===== config.mk =====
export PLATFORM = sky130hd
export DESIGN_NAME = bsp_ctrl
export DESIGN_NICKNAME = d
export VERILOG_FILES = /design/src/rtl/bsp_pkg.sv /design/src/rtl/bsp_ctrl.sv
export SDC_FILE = /design/constraint.sdc
export NUM_CORES = 1
export LEC_CHECK = 0
export BUFFER_PORTS_ARGS = -buffer_cell sky130_fd_sc_hd__buf_2
export CAP_MARGIN = 20
export CELL_PAD_IN_SITES_DETAIL_PLACEMENT = 1
export CELL_PAD_IN_SITES_GLOBAL_PLACEMENT = 1
export CORE_MARGIN = 5
export CORE_UTILIZATION = 33
export CTS_CLUSTER_DIAMETER = 200
export DETAILED_ROUTE_END_ITERATION = 12
export GPL_TIMING_DRIVEN = 0
export PLACE_DENSITY_LB_ADDON = 0.1
export SLEW_MARGIN = 20
export SYNTH_ARGS = -nofsm -noshare
export SYNTH_HDL_FRONTEND = slang
export SYNTH_SLANG_ARGS = --single-unit

===== constraint.sdc =====
create_clock -name clk_i -period 3.6 [get_ports clk_i]
set_input_delay 0.72 -clock clk_i [delete_from_list [all_inputs] [get_ports clk_i]]
set_output_delay 0.72 -clock clk_i [all_outputs]
set_load 0.005 [all_outputs]

===== src/rtl/bsp_pkg.sv =====
// shared constants, types and control structs of the bidirectional shortest path core
`default_nettype none
package bsp_pkg;

  localparam int MAX_VERTICES = 64;
  localparam int WEIGHT_BITS  = 16;
  localparam int DIST_BITS    = 22;
  localparam int VIDX_W       = $clog2(MAX_VERTICES);
  localparam int VCNT_W       = VIDX_W + 1;
  localparam int EADDR_W      = 2 * VIDX_W;
  localparam int EDGE_W       = 16;
  localparam int CFG_W        = 7;
  localparam int IN_DATA_W    = 40;
  localparam int OUT_DATA_W   = 40;

  localparam logic [DIST_BITS-1:0] UNREACHED = '1;

  localparam logic OP_WRITE = 1'b0;
  localparam logic OP_QUERY = 1'b1;

  typedef enum logic [1:0] {RD_IDX, RD_CU, RD_CUR} rd_sel_e;
  typedef enum logic [1:0] {OUT_FAIL, OUT_SAME, OUT_POP, OUT_BK} out_sel_e;

  typedef enum logic [4:0] {
    ST_CLEAR, ST_IDLE, ST_QCHK, ST_INIT, ST_SCAN, ST_SCAN_END, ST_EVAL, ST_OREAD,
    ST_MEET, ST_RELAX, ST_RELAX_END, ST_NEXT, ST_CH_TEST, ST_CH_RD, ST_CH_PUSH,
    ST_POP_RD, ST_POP_TAKE, ST_POP_RD2, ST_POP_OUT, ST_BK_TEST, ST_BK_RD,
    ST_BK_STEP, ST_BK_RD2, ST_BK_OUT, ST_FAIL, ST_SAME
  } state_e;

  typedef struct packed {
    logic     in_ready;
    logic     clr_step;
    logic     init;
    logic     scan_init;
    logic     scan_issue;
    logic     set_last;
    logic     set_empty;
    logic     side_flip;
    logic     meet_upd;
    logic     relax_issue;
    logic     ch_init;
    logic     ch_push;
    logic     pop_take;
    logic     bk_init;
    logic     bk_step;
    logic     out_load;
    out_sel_e out_sel;
    rd_sel_e  rd_sel;
  } dp_cmd_t;

  typedef struct packed {
    logic in_query;
    logic clr_last;
    logic q_bad;
    logic q_same;
    logic idx_last;
    logic cand;
    logic stop;
    logic side;
    logic a_empty;
    logic met;
    logic ch_more;
    logic len_zero;
    logic bk_more;
    logic out_free;
  } dp_sts_t;

endpackage
`default_nettype wire


===== src/rtl/bsp_ctrl.sv =====
// controller state machine sequencing clear, search, path walk and result emission
`default_nettype none
module bsp_ctrl
  import bsp_pkg::*;
(
  input  logic    clk_i,
  input  logic    rst_ni,
  input  dp_sts_t sts_i,
  output dp_cmd_t cmd_o
);

  state_e state_q, state_d;

  always_ff @(posedge clk_i or negedge rst_ni) begin
    if (!rst_ni) begin
      state_q <= ST_CLEAR;
    end else begin
      state_q <= state_d;
    end
  end

  always_comb begin
    state_d = state_q;
    cmd_o = '0;
    cmd_o.rd_sel = RD_CUR;
    cmd_o.out_sel = OUT_FAIL;
    unique case (state_q)
      ST_CLEAR: begin
        cmd_o.clr_step = 1'b1;
        if (sts_i.clr_last) state_d = ST_IDLE;
      end
      ST_IDLE: begin
        cmd_o.in_ready = 1'b1;
        if (sts_i.in_query) state_d = ST_QCHK;
      end
      ST_QCHK: begin
        if (sts_i.q_bad) state_d = ST_FAIL;
        else if (sts_i.q_same) state_d = ST_SAME;
        else state_d = ST_INIT;
      end
      ST_INIT: begin
        cmd_o.init = 1'b1;
        cmd_o.scan_init = 1'b1;
        state_d = ST_SCAN;
      end
      ST_SCAN: begin
        cmd_o.rd_sel = RD_IDX;
        cmd_o.scan_issue = 1'b1;
        if (sts_i.idx_last) state_d = ST_SCAN_END;
      end
      ST_SCAN_END: state_d = ST_EVAL;
      ST_EVAL: begin
        if (!sts_i.side) cmd_o.set_empty = 1'b1;
        if (!sts_i.cand) begin
          if (sts_i.side && sts_i.a_empty) begin
            if (sts_i.met) begin
              cmd_o.ch_init = 1'b1;
              state_d = ST_CH_TEST;
            end else begin
              state_d = ST_FAIL;
            end
          end else begin
            cmd_o.side_flip = 1'b1;
            cmd_o.scan_init = 1'b1;
            state_d = ST_SCAN;
          end
        end else begin
          cmd_o.set_last = 1'b1;
          if (sts_i.stop) begin
            cmd_o.ch_init = 1'b1;
            state_d = ST_CH_TEST;
          end else begin
            state_d = ST_OREAD;
          end
        end
      end
      ST_OREAD: begin
        cmd_o.rd_sel = RD_CU;
        state_d = ST_MEET;
      end
      ST_MEET: begin
        cmd_o.rd_sel = RD_CU;
        cmd_o.meet_upd = 1'b1;
        state_d = ST_RELAX;
      end
      ST_RELAX: begin
        cmd_o.rd_sel = RD_IDX;
        cmd_o.relax_issue = 1'b1;
        if (sts_i.idx_last) state_d = ST_RELAX_END;
      end
      ST_RELAX_END: state_d = ST_NEXT;
      ST_NEXT: begin
        cmd_o.side_flip = 1'b1;
        cmd_o.scan_init = 1'b1;
        state_d = ST_SCAN;
      end
      ST_CH_TEST: begin
        if (sts_i.ch_more) state_d = ST_CH_RD;
        else state_d = ST_POP_RD;
      end
      ST_CH_RD: state_d = ST_CH_PUSH;
      ST_CH_PUSH: begin
        cmd_o.ch_push = 1'b1;
        state_d = ST_CH_TEST;
      end
      ST_POP_RD: state_d = ST_POP_TAKE;
      ST_POP_TAKE: begin
        cmd_o.pop_take = 1'b1;
        state_d = ST_POP_RD2;
      end
      ST_POP_RD2: state_d = ST_POP_OUT;
      ST_POP_OUT: begin
        cmd_o.out_sel = OUT_POP;
        if (sts_i.out_free) begin
          cmd_o.out_load = 1'b1;
          if (!sts_i.len_zero) begin
            state_d = ST_POP_RD;
          end else begin
            cmd_o.bk_init = 1'b1;
            state_d = ST_BK_TEST;
          end
        end
      end
      ST_BK_TEST: begin
        if (sts_i.bk_more) state_d = ST_BK_RD;
        else state_d = ST_IDLE;
      end
      ST_BK_RD: state_d = ST_BK_STEP;
      ST_BK_STEP: begin
        cmd_o.bk_step = 1'b1;
        state_d = ST_BK_RD2;
      end
      ST_BK_RD2: state_d = ST_BK_OUT;
      ST_BK_OUT: begin
        cmd_o.out_sel = OUT_BK;
        if (sts_i.out_free) begin
          cmd_o.out_load = 1'b1;
          state_d = ST_BK_TEST;
        end
      end
      ST_FAIL: begin
        cmd_o.out_sel = OUT_FAIL;
        if (sts_i.out_free) begin
          cmd_o.out_load = 1'b1;
          state_d = ST_IDLE;
        end
      end
      ST_SAME: begin
        cmd_o.out_sel = OUT_SAME;
        if (sts_i.out_free) begin
          cmd_o.out_load = 1'b1;
          state_d = ST_IDLE;
        end
      end
      default: state_d = ST_IDLE;
    endcase
  end

endmodule
`default_nettype wire


==> flow_summary.ini <==
[cells_and_area]
largest_reg_flops = 5
drive_above_1_share = 0.2927
regMostFlops = state_q
layout.nets = 181
area.growth.synth_to_final_pct = 29.49
largestRegisters = state_q: 5 flops
n_antenna_cell = 0
fin_util = 0.4563

[synthesis]
yosysWarnings = 0
netlist.area_leader.share = 0.1560
yosysSeqAreaShare = 0.1560
avgSynthCellArea_um2 = 6.416
syn_inst = 125
synth_top_area_cell = dfrtp_1
synth_fp_nets = 141
ys_seq_elements = 5
synth_cell_types = 36
synth_edf_count = 0
synth-main-ff-cell = dfrtp_1
synth_area_leaders = dfrtp_1 16%, nand2_1 7.0%, nand2b_1 6.2%
syn_area_um2 = 802.0
ys_async_sr_fraction = 1.000

[clocking]
htreeDepth = 1
clk-insertion-delay-late_ns = 0.24
cts_resized = 0
post-cts-setup-buffers = 0
root_buffer = clkbuf_4
numCtsBuffers = 3
cts_tree = yes
clkTransAtPathRegs_ns = 0.04
hold_buffers = 0
clock_path_buffers = 2
cts_sinks = 5

[drt]
wire_per_inst_um = 15.97
dr.pass1.iters = 4
vias = 1066
drt_wl_total_mm = 3.067
drc = 0
drtIter0Drc = 39
drt-vias-per-instance = 5.552
ant_nets = 0

[sta]
setup_ws_ns = 0.7656
finalHoldViolations = 0
whs_ns = 0.2843
finalMaxSlewViolations = 0
relSlewSlack = 0.6888
rsz0062_at_grt = no
clock_skew_ns = 0.003002
worst_slew_pin_slew_ns = 0.4668
period_share = 0.7873
setup_tns_ns = 0
setup_viol = 0
max_clock_freq_ghz = 0.3528
fin_crit_ns = 2.834

[floorplan]
start_util = 0.3524
ioPinCount = 36
dieArea_um2 = 3516
die_h_um = 59.30
fp.coreArea_um2 = 2276
die_w_um = 59.30
fp-row-count = 17

[critical_path]
worstPathMaxFanout = 10
crit_arrival_ns = 2.11
cp-end-kind = primary output
crit_required_ns = 2.88
crit_type = reg2out
worst_setup_path_start_kind = register

[power]
p_total_uw = 819.2
peakVddDrop_v = 0.0004074
p_leak_nw = 0.4925
p_per_area_nw_per_um2 = 788.8

[grt]
track_usage = 0.1862
grt_pass1_wl_mm = 5.050
grt_start_max_net_pins = 11
antenna_found_initial = 0
first_global_vias = 1086
grt_overflow = 0

[place]
place_ws_ns = 1.065
gp_congestion = 0.8922
portBuffers = 35
dpl.hpwl_mm = 2.453

[job]
cap_violations = 0

[outcome]
status = finished clean

[hold_path]
min_path_type = in2async
==> per-stage QoR <==
| step | std cells | cell area (µm²) |
|---|---|---|
| 6_report | 192 | 1039 |
| 5_1_grt | 192 | 1039 |
| 4_1_cts | 192 | 1039 |
| 3_5_place_dp | 188 | 1012 |
| 3_3_place_gp | 188 | 1012 |
| 2_1_floorplan | 125 | 802.0 |
==> Yosys cell counts, types with 2 or more instances <==
library cell  number
nand2_1           15
nor2_1            12
a21boi_0           2
buf_2              3
nor2b_1            6
nor3_1             7
o311a_1            2
o22ai_1            4
buf_1              2
nand2b_1           8
nor4_1             5
a21oi_1            6
dfrtp_1            5
and3_1             3
or3_4              2
o21ai_0            9
inv_1              5
nand3_1            7
clkbuf_1           5
==> worst max-delay path, cell delays in order (launching register included) <==
cell,delay [ns]
dfrtp_1,0.37
clkbuf_1,0.33
clkbuf_1,0.41
buf_1,0.38
nand2_1,0.09
nor3_1,0.15
buf_2,0.14
==> report_power, final <==
group | total [mW] | internal, mW | leakage, nW | switching, mW
combinational | 0.660 | 0.260 | 0.415 | 0.400
clock | 0.0620 | 0.0417 | 0.0150 | 0.0202
sequential | 0.0972 | 0.0835 | 0.0624 | 0.0137
==> cell type report <==
cell class	count	area, µm²
fill	314	1237
inverter	5	18.77
multi-input combinational	104	605.6
timing repair buffer	35	175.2
buffer	11	52.55
sequential	5	125.1
tap	28	35.03
clock buffer	4	26.28
==> per-layer routing <==
metal	wire (µm)	track usage
met1	1417	0.2630
met2	1447	0.2871
met3	177	0.02832
met4	25	0.05825
met5	0	0
==> logic make-up after synthesis <==
| group | share of synthesized area |
|---|---|
| AOI/OAI and AO/OA | 0.2793 |
| xor gates and xnor gates | 0.01092 |
| buffers and inverters | 0.08893 |
| DFF | 0.1560 |
| muxes | 0.02808 |
| and+or+nand+nor | 0.4368 |
==> layout by cell type, fill, tap and decap left out, types with 4 or more instances in the layout <==
cell and instances:
clkbuf_1 6, dfrtp_1 5, nand2b_1 8, nor2b_1 6, nand2_1 15, o22ai_1 4, nor4_1 5, nor2_1 12
o21ai_0 9, inv_1 5, nand3_1 7, nor3_1 7, a21oi_1 6, buf_2 38
==> path summary, 6_finish.rpt <==
kind | slack [ns] | endpoint | start | cells after the start
max | 0.77 | cmd_o[7] | state_q[4]$_DFFE_PN0P_ | 6
min | 0.28 | state_q[4]$_DFFE_PN0P_ | rst_ni | 1
max reg2reg | 1.67 | state_q[3]$_DFFE_PN0P_ | state_q[1]$_DFFE_PN0P_ | 5
min reg2reg | 0.76 | state_q[4]$_DFFE_PN0P_ | state_q[4]$_DFFE_PN0P_ | 3
max in group asynchronous | 3.19 | state_q[3]$_DFFE_PN0P_ | rst_ni | 1
min in group clk_i | 0.74 | state_q[1]$_DFFE_PN0P_ | sts_i[0] | 2
(Power assumes the default switching activity.)
